==> src/sv/round_robin_quantum_scheduler_top_defines.svh <==
// ----------------------------------------------------------------------------
// round robin quantum scheduler assertion macros
// shared concurrent assertion forms on clk_i / rst_ni
// ----------------------------------------------------------------------------
`ifndef ROUND_ROBIN_QUANTUM_SCHEDULER_TOP_DEFINES_SVH
`define ROUND_ROBIN_QUANTUM_SCHEDULER_TOP_DEFINES_SVH

// checked only while out of reset
`define RRQS_ASSERT(lbl, prop, msg) \
  lbl: assert property (@(posedge clk_i) disable iff (!rst_ni) (prop)) else $error(msg);

// checked at every edge, reset included
`define RRQS_ASSERT_ALWAYS(lbl, prop, msg) \
  lbl: assert property (@(posedge clk_i) (prop)) else $error(msg);

`endif

==> src/sv/rrqs_pkg.sv <==
// ----------------------------------------------------------------------------
// rrqs_pkg
// shared types, codes and defaults of the round robin quantum scheduler
// ----------------------------------------------------------------------------
package rrqs_pkg;

  localparam int NumCpusDef      = 4;
  localparam int QueueDepthDef   = 16;
  localparam int ThreadIdBitsDef = 8;

  localparam logic [7:0] QuantumRst = 8'd5;

  // event kinds
  localparam logic [1:0] KIND_ENQUEUE = 2'd0;
  localparam logic [1:0] KIND_TICK    = 2'd1;
  localparam logic [1:0] KIND_YIELD   = 2'd2;
  localparam logic [1:0] KIND_PREEMPT = 2'd3;

  // result status codes
  localparam logic [2:0] ST_DONE      = 3'd0;
  localparam logic [2:0] ST_SWITCHED  = 3'd1;
  localparam logic [2:0] ST_STARTED   = 3'd2;
  localparam logic [2:0] ST_SAME      = 3'd3;
  localparam logic [2:0] ST_EMPTY     = 3'd4;
  localparam logic [2:0] ST_DROPPED   = 3'd5;
  localparam logic [2:0] ST_NO_ACTION = 3'd6;

  typedef struct packed {
    logic [1:0] kind;
    logic [2:0] cpu;
    logic [7:0] thread_id;
    logic       prev_requeue;
  } event_t;

  typedef struct packed {
    logic [2:0] status;
    logic [7:0] next_thread;
    logic [7:0] prev_thread;
    logic       prev_valid;
    logic       resched_pending;
  } result_t;

endpackage

==> src/sv/rrqs_ram.sv <==
// ----------------------------------------------------------------------------
// rrqs_ram
// generic single write port, single read port ram with registered read
// ----------------------------------------------------------------------------
module rrqs_ram #(
  parameter int WIDTH = 8,
  parameter int DEPTH = 64
) (
  input  logic                     clk_i,
  input  logic                     we_i,
  input  logic [$clog2(DEPTH)-1:0] waddr_i,
  input  logic [WIDTH-1:0]         wdata_i,
  input  logic                     re_i,
  input  logic [$clog2(DEPTH)-1:0] raddr_i,
  output logic [WIDTH-1:0]         rdata_o
);

  logic [WIDTH-1:0] mem_q [DEPTH];
  logic [WIDTH-1:0] rdata_q;

  always_ff @(posedge clk_i) begin
    if (we_i) begin
      mem_q[waddr_i] <= wdata_i;
    end
    if (re_i) begin
      rdata_q <= mem_q[raddr_i];
    end
  end

  assign rdata_o = rdata_q;

endmodule

==> src/sv/round_robin_quantum_scheduler_top.sv <==
// ----------------------------------------------------------------------------
// round robin quantum scheduler
// per-cpu run queues, time slice counting and thread switching.
// an event transaction is taken at a clock edge with start_i high and busy_o
// low; busy_o stays low, so one transaction can enter in every cycle.
// kinds: enqueue a thread, tick, yield, preempt check (yields if flagged).
// the event is registered together with a snapshot of its cpu's state and
// the run queue entry at that cpu's head (read from the queue ram at accept
// time, with a bypass of a write made in the same cycle). the result
// register loads from the execute logic in the cycle after the accept, so
// result_valid_o is high for exactly one cycle per result. throughput is
// one transaction per cycle, set by the single ram read port that is used
// once per event. per-cpu state updates feed forward into the snapshot of
// the next event, so back-to-back events on one cpu are exact. the receiver
// cannot stall: a result is lost if not taken on its cycle. reset:
// quantum 5, all queues empty, cpu 0 runs thread 0, counters and reschedule
// flags clear. queue ram contents are not cleared and no sweep runs; only
// pushed entries are ever popped. the user writes quantum through cfg_we_i
// and cfg_wdata_i only while no event is in flight; unchecked by the block.
// ----------------------------------------------------------------------------
`include "round_robin_quantum_scheduler_top_defines.svh"

module round_robin_quantum_scheduler_top #(
  parameter int NUM_CPUS       = rrqs_pkg::NumCpusDef,
  parameter int QUEUE_DEPTH    = rrqs_pkg::QueueDepthDef,
  parameter int THREAD_ID_BITS = rrqs_pkg::ThreadIdBitsDef
) (
  input  logic              clk_i,
  input  logic              rst_ni,
  input  logic              start_i,
  output logic              busy_o,
  input  rrqs_pkg::event_t  item_i,
  output logic              result_valid_o,
  output rrqs_pkg::result_t result_o,
  input  logic              cfg_we_i,
  input  logic [7:0]        cfg_wdata_i
);
  import rrqs_pkg::*;

  localparam int CpuW     = (NUM_CPUS > 1) ? $clog2(NUM_CPUS) : 1;
  localparam int HeadW    = $clog2(QUEUE_DEPTH);
  localparam int CntW     = $clog2(QUEUE_DEPTH + 1);
  localparam int TidW     = THREAD_ID_BITS;
  localparam int MemDepth = NUM_CPUS * QUEUE_DEPTH;
  localparam int AddrW    = $clog2(MemDepth);

  // configuration
  logic [7:0] quantum_q;

  // per-cpu state, one lane per cpu
  logic [HeadW-1:0] head_q [NUM_CPUS];
  logic [HeadW-1:0] head_d [NUM_CPUS];
  logic [CntW-1:0]  cnt_q  [NUM_CPUS];
  logic [CntW-1:0]  cnt_d  [NUM_CPUS];
  logic [TidW-1:0]  cur_q  [NUM_CPUS];
  logic [TidW-1:0]  cur_d  [NUM_CPUS];
  logic             curv_q [NUM_CPUS];
  logic             curv_d [NUM_CPUS];
  logic [7:0]       tick_q [NUM_CPUS];
  logic [7:0]       tick_d [NUM_CPUS];
  logic             rsch_q [NUM_CPUS];
  logic             rsch_d [NUM_CPUS];

  // accept side
  logic              accept;
  logic              oor;
  logic [CpuW-1:0]   cpu_n;
  logic [TidW+7:0]   tid_ext;
  logic [AddrW-1:0]  raddr;

  // execute stage registers
  logic              s1_valid_q;
  logic              s1_ign_q;
  logic [1:0]        s1_kind_q;
  logic [CpuW-1:0]   s1_cpu_q;
  logic [TidW-1:0]   s1_id_q;
  logic              s1_req_q;
  logic [HeadW-1:0]  s1_head_q;
  logic [CntW-1:0]   s1_cnt_q;
  logic [TidW-1:0]   s1_cur_q;
  logic              s1_curv_q;
  logic [7:0]        s1_tick_q;
  logic              s1_rsch_q;
  logic              byp_q;
  logic [TidW-1:0]   byp_data_q;

  // execute stage logic
  logic              upd;
  logic [TidW-1:0]   ram_rdata;
  logic [TidW-1:0]   pop_id;
  logic [HeadW-1:0]  head_inc;
  logic [CntW:0]     tail_sum;
  logic [CntW:0]     tail_wrap;
  logic [HeadW-1:0]  tail_slot;
  logic [7:0]        tick_inc;
  logic              yield_go;
  logic [HeadW-1:0]  new_head;
  logic [CntW-1:0]   new_cnt;
  logic [TidW-1:0]   new_cur;
  logic              new_curv;
  logic [7:0]        new_tick;
  logic              new_rsch;
  logic [2:0]        new_status;
  logic              mem_we;
  logic [AddrW-1:0]  waddr;
  logic [TidW-1:0]   wdata;
  logic [TidW+7:0]   next_ext;
  logic [TidW+7:0]   prev_ext;
  result_t           res_d;

  // result register
  logic              res_valid_q;
  result_t           res_q;

  // result classes seen by the checks
  logic              res_switch;
  logic              res_yielded;
  logic              sw_distinct;

  // --------------------------------------------------------------------------
  // accept: choose the cpu lane and read its queue head
  // --------------------------------------------------------------------------
  assign busy_o = 1'b0;
  assign accept = start_i && !busy_o;

  // out-of-range cpu: enqueue goes to cpu 0, other kinds do nothing
  assign oor     = 32'(item_i.cpu) >= NUM_CPUS;
  assign cpu_n   = oor ? '0 : item_i.cpu[CpuW-1:0];
  assign tid_ext = {{TidW{1'b0}}, item_i.thread_id};
  assign raddr   = AddrW'(32'(cpu_n) * 32'(QUEUE_DEPTH) + 32'(head_d[cpu_n]));

  rrqs_ram #(
    .WIDTH (TidW),
    .DEPTH (MemDepth)
  ) u_queue_ram (
    .clk_i   (clk_i),
    .we_i    (mem_we),
    .waddr_i (waddr),
    .wdata_i (wdata),
    .re_i    (accept),
    .raddr_i (raddr),
    .rdata_o (ram_rdata)
  );

  // --------------------------------------------------------------------------
  // execute: one event on the snapshot of its cpu
  // --------------------------------------------------------------------------
  assign upd    = s1_valid_q && !s1_ign_q;
  assign pop_id = byp_q ? byp_data_q : ram_rdata;

  assign head_inc  = (s1_head_q == HeadW'(QUEUE_DEPTH - 1)) ? '0 : s1_head_q + 1'b1;
  assign tail_sum  = (CntW+1)'(s1_head_q) + (CntW+1)'(s1_cnt_q);
  assign tail_wrap = (tail_sum >= (CntW+1)'(QUEUE_DEPTH)) ?
                     tail_sum - (CntW+1)'(QUEUE_DEPTH) : tail_sum;
  assign tail_slot = tail_wrap[HeadW-1:0];
  assign tick_inc  = s1_tick_q + 8'd1;
  assign yield_go  = (s1_kind_q == KIND_YIELD) ||
                     ((s1_kind_q == KIND_PREEMPT) && s1_rsch_q);

  always_comb begin
    new_head   = s1_head_q;
    new_cnt    = s1_cnt_q;
    new_cur    = s1_cur_q;
    new_curv   = s1_curv_q;
    new_tick   = s1_tick_q;
    new_rsch   = s1_rsch_q;
    new_status = ST_DONE;
    mem_we     = 1'b0;
    case (s1_kind_q)
      KIND_ENQUEUE: begin
        if (s1_cnt_q == CntW'(QUEUE_DEPTH)) begin
          new_status = ST_DROPPED;
        end else begin
          mem_we  = 1'b1;
          new_cnt = s1_cnt_q + 1'b1;
        end
      end
      KIND_TICK: begin
        // end of slice: flag only if someone is waiting
        if (tick_inc >= quantum_q) begin
          new_tick = '0;
          if (s1_cnt_q != '0) begin
            new_rsch = 1'b1;
          end
        end else begin
          new_tick = tick_inc;
        end
      end
      KIND_YIELD, KIND_PREEMPT: begin
        if (!yield_go) begin
          new_status = ST_NO_ACTION;
        end else begin
          new_rsch = 1'b0;
          if (s1_cnt_q == '0) begin
            new_status = ST_EMPTY;
          end else begin
            new_head = head_inc;
            new_cnt  = s1_cnt_q - 1'b1;
            if (s1_curv_q && (s1_cur_q == pop_id)) begin
              new_status = ST_SAME;
            end else if (!s1_curv_q) begin
              new_cur    = pop_id;
              new_curv   = 1'b1;
              new_status = ST_STARTED;
            end else begin
              // requeue lands in the old tail slot, count stays
              if (s1_req_q) begin
                mem_we  = 1'b1;
                new_cnt = s1_cnt_q;
              end
              new_cur    = pop_id;
              new_status = ST_SWITCHED;
            end
          end
        end
      end
      default: begin
        new_status = ST_NO_ACTION;
      end
    endcase
    if (!upd) begin
      mem_we = 1'b0;
    end
  end

  // enqueue writes its own id, a requeue writes the old current thread
  assign wdata = (s1_kind_q == KIND_ENQUEUE) ? s1_id_q : s1_cur_q;
  assign waddr = AddrW'(32'(s1_cpu_q) * 32'(QUEUE_DEPTH) + 32'(tail_slot));

  assign next_ext = {8'd0, (new_curv ? new_cur : '0)};
  assign prev_ext = {8'd0, (s1_curv_q ? s1_cur_q : '0)};

  always_comb begin
    if (s1_ign_q) begin
      res_d                 = '0;
      res_d.status          = ST_NO_ACTION;
    end else begin
      res_d.status          = new_status;
      res_d.next_thread     = next_ext[7:0];
      res_d.prev_thread     = prev_ext[7:0];
      res_d.prev_valid      = s1_curv_q;
      res_d.resched_pending = new_rsch;
    end
  end

  // --------------------------------------------------------------------------
  // per-cpu lanes: each takes the update when the event is its own
  // --------------------------------------------------------------------------
  always_comb begin
    for (int i = 0; i < NUM_CPUS; i++) begin
      if (upd && (s1_cpu_q == CpuW'(i))) begin
        head_d[i] = new_head;
        cnt_d[i]  = new_cnt;
        cur_d[i]  = new_cur;
        curv_d[i] = new_curv;
        tick_d[i] = new_tick;
        rsch_d[i] = new_rsch;
      end else begin
        head_d[i] = head_q[i];
        cnt_d[i]  = cnt_q[i];
        cur_d[i]  = cur_q[i];
        curv_d[i] = curv_q[i];
        tick_d[i] = tick_q[i];
        rsch_d[i] = rsch_q[i];
      end
    end
  end

  always_ff @(posedge clk_i or negedge rst_ni) begin
    if (!rst_ni) begin
      for (int i = 0; i < NUM_CPUS; i++) begin
        head_q[i] <= '0;
        cnt_q[i]  <= '0;
        cur_q[i]  <= '0;
        curv_q[i] <= (i == 0);
        tick_q[i] <= '0;
        rsch_q[i] <= 1'b0;
      end
      quantum_q   <= QuantumRst;
      s1_valid_q  <= 1'b0;
      byp_q       <= 1'b0;
      res_valid_q <= 1'b0;
    end else begin
      for (int i = 0; i < NUM_CPUS; i++) begin
        head_q[i] <= head_d[i];
        cnt_q[i]  <= cnt_d[i];
        cur_q[i]  <= cur_d[i];
        curv_q[i] <= curv_d[i];
        tick_q[i] <= tick_d[i];
        rsch_q[i] <= rsch_d[i];
      end
      if (cfg_we_i) begin
        quantum_q <= cfg_wdata_i;
      end
      s1_valid_q  <= accept;
      res_valid_q <= s1_valid_q;
      if (accept) begin
        // a write to the slot being read this cycle wins over the ram
        byp_q <= mem_we && (waddr == raddr);
      end
    end
  end

  // event, snapshot and result registers, payload only
  always_ff @(posedge clk_i) begin
    if (accept) begin
      s1_ign_q   <= oor && (item_i.kind != KIND_ENQUEUE);
      s1_kind_q  <= item_i.kind;
      s1_cpu_q   <= cpu_n;
      s1_id_q    <= tid_ext[TidW-1:0];
      s1_req_q   <= item_i.prev_requeue;
      s1_head_q  <= head_d[cpu_n];
      s1_cnt_q   <= cnt_d[cpu_n];
      s1_cur_q   <= cur_d[cpu_n];
      s1_curv_q  <= curv_d[cpu_n];
      s1_tick_q  <= tick_d[cpu_n];
      s1_rsch_q  <= rsch_d[cpu_n];
      byp_data_q <= wdata;
    end
    if (s1_valid_q) begin
      res_q <= res_d;
    end
  end

  assign result_valid_o = res_valid_q;
  assign result_o       = res_q;

  // --------------------------------------------------------------------------
  // assertions
  // --------------------------------------------------------------------------
  assign res_switch  = result_valid_o && (result_o.status == ST_SWITCHED);
  assign res_yielded = result_valid_o &&
                       (result_o.status inside {ST_SWITCHED, ST_STARTED, ST_SAME, ST_EMPTY});
  assign sw_distinct = result_o.prev_valid && (result_o.next_thread != result_o.prev_thread);

  `RRQS_ASSERT(a_result_follows, s1_valid_q |=> result_valid_o, "result strobe missing")
  `RRQS_ASSERT(a_cnt_bound, s1_valid_q |-> (s1_cnt_q <= CntW'(QUEUE_DEPTH)), "count overflow")
  `RRQS_ASSERT(a_switch_prev, res_switch |-> sw_distinct, "switch without distinct thread")
  `RRQS_ASSERT(a_yield_clears, res_yielded |-> !result_o.resched_pending, "flag set after yield")
  `RRQS_ASSERT(a_bypass_src, $rose(byp_q) |-> $past(mem_we), "bypass without a queue write")
  `RRQS_ASSERT_ALWAYS(a_reset_quiet, !rst_ni |-> !result_valid_o, "result strobe during reset")

endmodule
==> config.mk <==
export PLATFORM = sky130hd
export DESIGN_NAME = round_robin_quantum_scheduler_top
export DESIGN_NICKNAME = d
export VERILOG_FILES = /design/src/sv/rrqs_pkg.sv /design/src/sv/rrqs_ram.sv /design/src/sv/round_robin_quantum_scheduler_top.sv
export VERILOG_INCLUDE_DIRS = /design/src /design/src/sv
export SDC_FILE = /design/constraint.sdc
export NUM_CORES = 1
export LEC_CHECK = 0
export BUFFER_PORTS_ARGS = -buffer_cell sky130_fd_sc_hd__buf_4
export CAP_MARGIN = 20
export CORE_MARGIN = 5
export CORE_UTILIZATION = 40
export CTS_BUF_LIST = sky130_fd_sc_hd__clkbuf_8
export DETAILED_ROUTE_END_ITERATION = 10
export PLACE_DENSITY_LB_ADDON = 0.15
export REMOVE_ABC_BUFFERS = 1
export SKIP_CTS_REPAIR_TIMING = 1
export SKIP_LAST_GASP = 1
export SLEW_MARGIN = 20
export SYNTH_ARGS = -nofsm -noshare
export SYNTH_HDL_FRONTEND = slang
export SYNTH_HIERARCHICAL = 1
export SYNTH_SLANG_ARGS = --single-unit
==> constraint.sdc <==
create_clock -name clk_i -period 5.8 [get_ports clk_i]
set_clock_uncertainty 0.15 [all_clocks]
set_input_delay 1.74 -clock clk_i [delete_from_list [all_inputs] [get_ports clk_i]]
set_output_delay 1.74 -clock clk_i [all_outputs]
set_load 0.01 [all_outputs]
## Word-level counts from Yosys, hierarchy flattened

Memories as Yosys holds them, arrays and structs flattened. A register that Yosys moved wholly into a read port is not among the register bits.
Index checks and enable logic that the tools add are counted.

| cells by class | value |
|---|---|
| add/sub/neg operators | 8 |
| magnitude comparators | 4 |
| equality and inequality tests | 10 |
| multiplexer cells | 87 |
| bitwise operators | 3 |
| reductions and logical operators | 19 |

Operators by type and width:

| cell | number |
|---|---|
| 8-bit two-way mux | 20 |
| 5-bit two-way mux | 12 |
| 4-bit two-way mux | 11 |
| 8-bit binary-select mux with 2-bit select | 2 |
| 1-bit two-way mux | 28 |
| 6-bit by 4-bit adder with 6-bit output | 2 |
| 5-bit binary-select mux with 2-bit select | 1 |
| 5-bit one-hot mux with 2 select lines | 1 |
| 1-bit logical AND | 9 |
| 3-bit two-way mux | 3 |
| 8-bit by 1-bit adder with 8-bit output (second input constant) | 1 |
| 4-bit binary-select mux with 2-bit select | 1 |
| 2-bit == test (second input constant) | 4 |
| 8-bit == test | 1 |
| 8-bit >= comparator | 1 |
| 4-bit by 5-bit adder with 6-bit output | 1 |
| 6-bit == test | 1 |
| 3-bit >= comparator (second input constant) | 2 |
| 6-bit by 5-bit >= comparator with 1-bit output (second input constant) | 1 |
| 2-bit two-way mux | 3 |
| 3-bit one-hot mux with 2 select lines | 1 |
| 2-bit OR reduction | 3 |
| 5-bit by 1-bit adder with 5-bit output (second input constant) | 1 |
| 5-bit == test (second input constant) | 1 |
| 15 further kinds | 20 |

| storage, ports and cells | value |
|---|---|
| flip-flop bits (word level) | 189 |
| bits in writable memories | 512 |
| output and inout bits | 23 |
| logic and storage cells | 177 |
| memories | 1 |

Memories:

| memory | words | width | rd ports | clocked after Yosys merged registers in | write ports | RTL line | text |
|---|---|---|---|---|---|---|---|
| u_queue_ram.mem_q | 64 | 8 | 1 | 1 | 1 | rrqs_ram.sv:18 | `logic [WIDTH-1:0] mem_q [DEPTH];` |

## Depth between registers and ports, before layout

| depth | value |
|---|---|
| depth after elaboration | 12 |
| mapped depth | 17 |
| mapped depth without buffers | 14 |

## Hierarchy

Netlist, hierarchy kept.

Modules (own cells, without submodules):

| module | instances | cells each | area an instance (um^2) |
|---|---|---|---|
| rrqs_ram | 1 | 940 | 20246.9 |
| round_robin_quantum_scheduler_top | 1 | 887 | 9287.7 |

## Least setup slack after synthesis

Ideal clock, no wire load.

| path | value |
|---|---|
| kind | input-to-reg |
| start | in item_i[11] (netlist name) |
| end | reg u_queue_ram.rdata_q[3], in the netlist u_queue_ram/rdata_o[3], read port of u_queue_ram.mem_q, data pin |
| library setup time | 0.279 ns |
| arrival time | 4.828 ns |
| slack | 0.543 ns |
| stages | 15 |
| buffers on the path | 5 |
| path through | nand2b_1 clkbuf_1 inv_1 buf_1 nor2_1 a311oi_1 o21ai_0 mux2i_1 buf_4 buf_2 buf_2 mux4_2 mux4_2 o21ai_1 o41ai_1 |

| between the ends | value |
|---|---|
| cells in the longest elaborated chain, start to end | 7 |

Ends and longest elaborated chain:

| item | RTL line | text |
|---|---|---|
| start: declaration | round_robin_quantum_scheduler_top.sv:32 | `input rrqs_pkg::event_t item_i,` |
| 3-bit >= comparator | round_robin_quantum_scheduler_top.sv:127 | `assign oor = 32'(item_i.cpu) >= NUM_CPUS;` |
| 2-bit two-way mux | round_robin_quantum_scheduler_top.sv:128 | `assign cpu_n = oor ? '0 : item_i.cpu[CpuW-1:0];` |
| 2-bit NOT with 3-bit output (implied by the code) | round_robin_quantum_scheduler_top.sv:130 | `assign raddr = AddrW'(32'(cpu_n) * 32'(QUEUE_DEPTH) + 32'(head_d[cpu_n]));` |
| 4-bit binary-select mux with 2-bit select | round_robin_quantum_scheduler_top.sv:130 |  |
| 4-bit two-way mux (implied by the code) (2 in a row) | round_robin_quantum_scheduler_top.sv:130 |  |
| 6-bit by 4-bit adder with 6-bit output | round_robin_quantum_scheduler_top.sv:130 |  |
| via raddr[1] | round_robin_quantum_scheduler_top.sv:69 | `logic [AddrW-1:0] raddr;` |
| end: declaration | rrqs_ram.sv:19 | `logic [WIDTH-1:0] rdata_q;` |

The timed path passes the listed nets, and every way through them passes these cells. The select of a mux whose other input is x is not followed.
A chain may end at the register's enable or synchronous reset.

==> results.tsv <==
metric	value	unit
routed vias	16684	
port bufs	47	
GPL Wtd Cong	0.810	
NumNets Final	2006	
RR Endpoint	u_queue_ram/rdata_o[5]	
global routing usage on met2	0.298	
Die H	282	um
setup slack at placement	0.204	ns
cell count of the worst reg-to-reg path	12	
syn_area_per_cell	16.2	um^2
Final WS setup	0.724	ns
PwrDens	415	nW/um^2
drt pass-1 iters	5	
R2R setup slack	0.72	ns
die footprint	79400	um^2
total power	13.9	mW
VDD IR-drop max	0.179	mV
Final min period	5.08	ns
Post-synth EDFFs	590	
Netlist cell types	73	
predominant post-synthesis flop cell	edfxtp_1	
fin crit share	0.875	
hold crit path type	flop to flop	
Remaining Overflow, GRT	0	
H-tree depth	3	
number of cells after detailed placement	2801	
Leak	11.5	nW
Final Slew Violations	0	
Min Hold Slack	0.320	ns
CP max stage delay	0.76	ns
Top Ports	49	
final hold vios	0	
Routed WL	73100	um
WL/cell	24.2	um
cells along the critical path	inv_1 -> ha_1 -> nor4b_2 -> nor3_2 -> mux2i_1 -> o21ai_0 -> mux4_4 -> buf_12 -> mux4_2 -> nor2b_1 -> a2111oi_0 -> o41ai_1	
Layout area overhead	13.7	%
fraction of layout cells with a size suffix above 1	0.230	
outcome	finished clean	
GR Util met1	0.262	
post-route cell area	33600	um^2
Num CTS Buffers	120	
Mapped Area	29500	um^2
slowest cell on the critical path	mux4_4	
Slew headroom	0.255	
Post-synth ARST share	0.168	
crit-path max FO	58	
Synth Instances	1827	
Data required, critical path	6.10	ns
Global Route Usage Sum	0.185	
met3 GRT Util	0.0333	
CP Launch Type	flop	
slew at the pin with the worst max-slew slack	1.11	ns
critical path arrival	5.37	ns
register area share after synthesis	0.701	
CTS Buffer Depth	3	
clk root buf	clkbuf_8	
number of DRC markers in iteration 0	1468	
Post-DP Area	31200	um^2
clock sinks	709	
starting density of the core	0.404	
Crit. End Element	flop	
Seq cells post-synth	709	
Reg clk slew, reported paths	0.06	ns
ANT nets after route	0	
CTS tree	yes	
Layout Cells excl Fill	3027	
reg-to-reg critical path startpoint	s1_cnt_q[1]	
row count	99	
initial antenna violation count	1	
first-pass GRT wire length	111000	um
worst skew pair latency	0.73	ns
pin count of the biggest net entering global routing	66	
via/cell ratio	5.51	
Peak Freq	197	MHz
max-cap check violation count	0	
GR peak layer	met2	
setup violators final	0	
Setup Crit Path Kind	flop to flop	
DP HPWL	46500	um
Core Area	73100	um^2
vias in the first global route	17332	
DRC	0	
RSZ-0062 raised after global routing	no	
Warnings, synthesis	6	
Crit. Startpoint	s1_cnt_q[1]	
Critical Path End	u_queue_ram/rdata_o[5]	
chip width	282	um
## where the power goes
group          leakage, nW  switching (mW)  total [mW]  internal [mW]
Sequential            6.85           0.203        6.32           6.11
Combinational         3.37            1.98        3.35           1.37
Clock                 1.32            2.01        4.28           2.27
Total                 11.5            4.19        13.9           9.75
## layout by cell type, fill, tap and decap left out, types with 6 or more instances in the layout
cell type / Yosys / routed
edfxtp_1: 590 / 590
xnor2_1: 15 / 15
a31o_2: 6 / 6
a22oi_1: 6 / 6
nand4_1: 6 / 6
mux2i_1: 31 / 30
nor2_1: 145 / 143
o221ai_1: 10 / 10
a31oi_1: 14 / 14
o22ai_1: 10 / 10
o21ai_0: 92 / 91
a21o_1: 9 / 9
a21oi_1: 47 / 47
clkbuf_8: 0 / 128
a211oi_1: 34 / 34
a311oi_1: 8 / 8
nor2b_1: 24 / 24
clkinv_2: 0 / 16
clkinv_1: 1 / 35
nand2b_1: 16 / 16
or4_1: 7 / 7
nor3_1: 18 / 15
ha_1: 15 / 15
o211ai_1: 19 / 19
mux4_2: 135 / 133
buf_12: 2 / 7
nand3_1: 28 / 28
inv_1: 24 / 57
or3_1: 7 / 7
and2_1: 10 / 10
a221oi_1: 7 / 7
mux2_2: 32 / 32
dfrtp_1: 116 / 116
buf_4: 14 / 114
xor2_1: 11 / 11
nand2_1: 150 / 150
## cell families (layout without fill, tap and decap cells)
group	Yosys count	count (layout)	synth area share
simple gates	441	441	0.0694
mux	201	201	0.127
fa+ha+maj	16	16	0.00703
other cells	1	4	0.000127
xor+xnor	26	26	0.00771
buf+inv	131	369	0.0214
compound gates	302	302	0.0665
flops	709	709	0.701
## flip-flops by register name, summed over array words and instances, names as in the netlist, 16 cells and up
register,cells
cur_q,32
tick_q,32
cnt_q,20
result_o,21
head_q,16
u_queue_ram/mem_q,512
## how the worst min path moves through the flow
| stage | start | end | slack, ns | cells past startpoint |
|---|---|---|---|---|
| 2_1_floorplan | cnt_q[6] | cnt_q[6] | 0.29 | 2 |
| 3_3_place_gp | cur_q[2] | cur_q[2] | 0.30 | 2 |
| 3_5_place_dp | cur_q[2] | cur_q[2] | 0.31 | 2 |
| 4_1_cts | cur_q[2] | cur_q[2] | 0.32 | 2 |
| 5_1_grt | cur_q[2] | cur_q[2] | 0.33 | 2 |
| 6_report | cur_q[2] | cur_q[2] | 0.32 | 2 |
## synthesized netlist by cell type (7+ instances only)
cell      count  area, um^2
a211oi_1     34         255
xor2_1       11        96.3
a31oi_1      14        87.6
mux4_2      135        3040
a21o_1        9        67.6
nor2b_1      24         150
o221ai_1     10        87.6
dfrtp_1     116        2900
nand2b_1     16         100
edfxtp_1    590       17700
a311oi_1      8        70.1
buf_2        13        65.1
o21ai_0      92         460
xnor2_1      15         131
mux2i_1      31         310
nand2_1     150         563
buf_4        14         105
ha_1         15         188
clkbuf_1     66         248
mux2_2       32         360
inv_1        24        90.1
o22ai_1      10        62.6
nor3_1       18        90.1
nand3_1      28         140
a221oi_1      7        61.3
o211ai_1     19         143
and2_1       10        62.6
or4_1         7        52.6
or3_1         7        43.8
nor2_1      145         544
a21oi_1      47         235
## cell type report
class,instances,area (um^2)
repair buffers,121,996
clock inverters,95,557
inverters,25,93.8
clock buffers,128,1760
well taps,959,1200
multi-input cells,987,8260
flip-flops and latches,709,20700
fillers,6448,39500
diodes,3,7.51
## metrics by stage
stage                util  TNS (ns)
floorplan               -    -52.64
global placement    0.428         0
detailed placement  0.428         0
CTS                 0.459         0
global route        0.459         0
finish              0.459         0
## per-layer routing
metal / wire length, um / vias up
li1: - / 7486
met1: 32400 / 8573
met2: 34500 / 520
met3: 4520 / 105
met4: 1750 / 0
met5: 0 / -
## critical path: cells and delay by family, from the launching register on
kind / cells / cell delay [ns]
buffers and inverters: 2 / 0.48
AND/OR/NAND/NOR: 3 / 0.72
adder cells (fa/ha/maj): 1 / 0.23
AO/OA/AOI/OAI: 3 / 1.10
flip-flops: 1 / 0.51
multiplexers: 3 / 1.57
(Power assumes the default switching activity.)
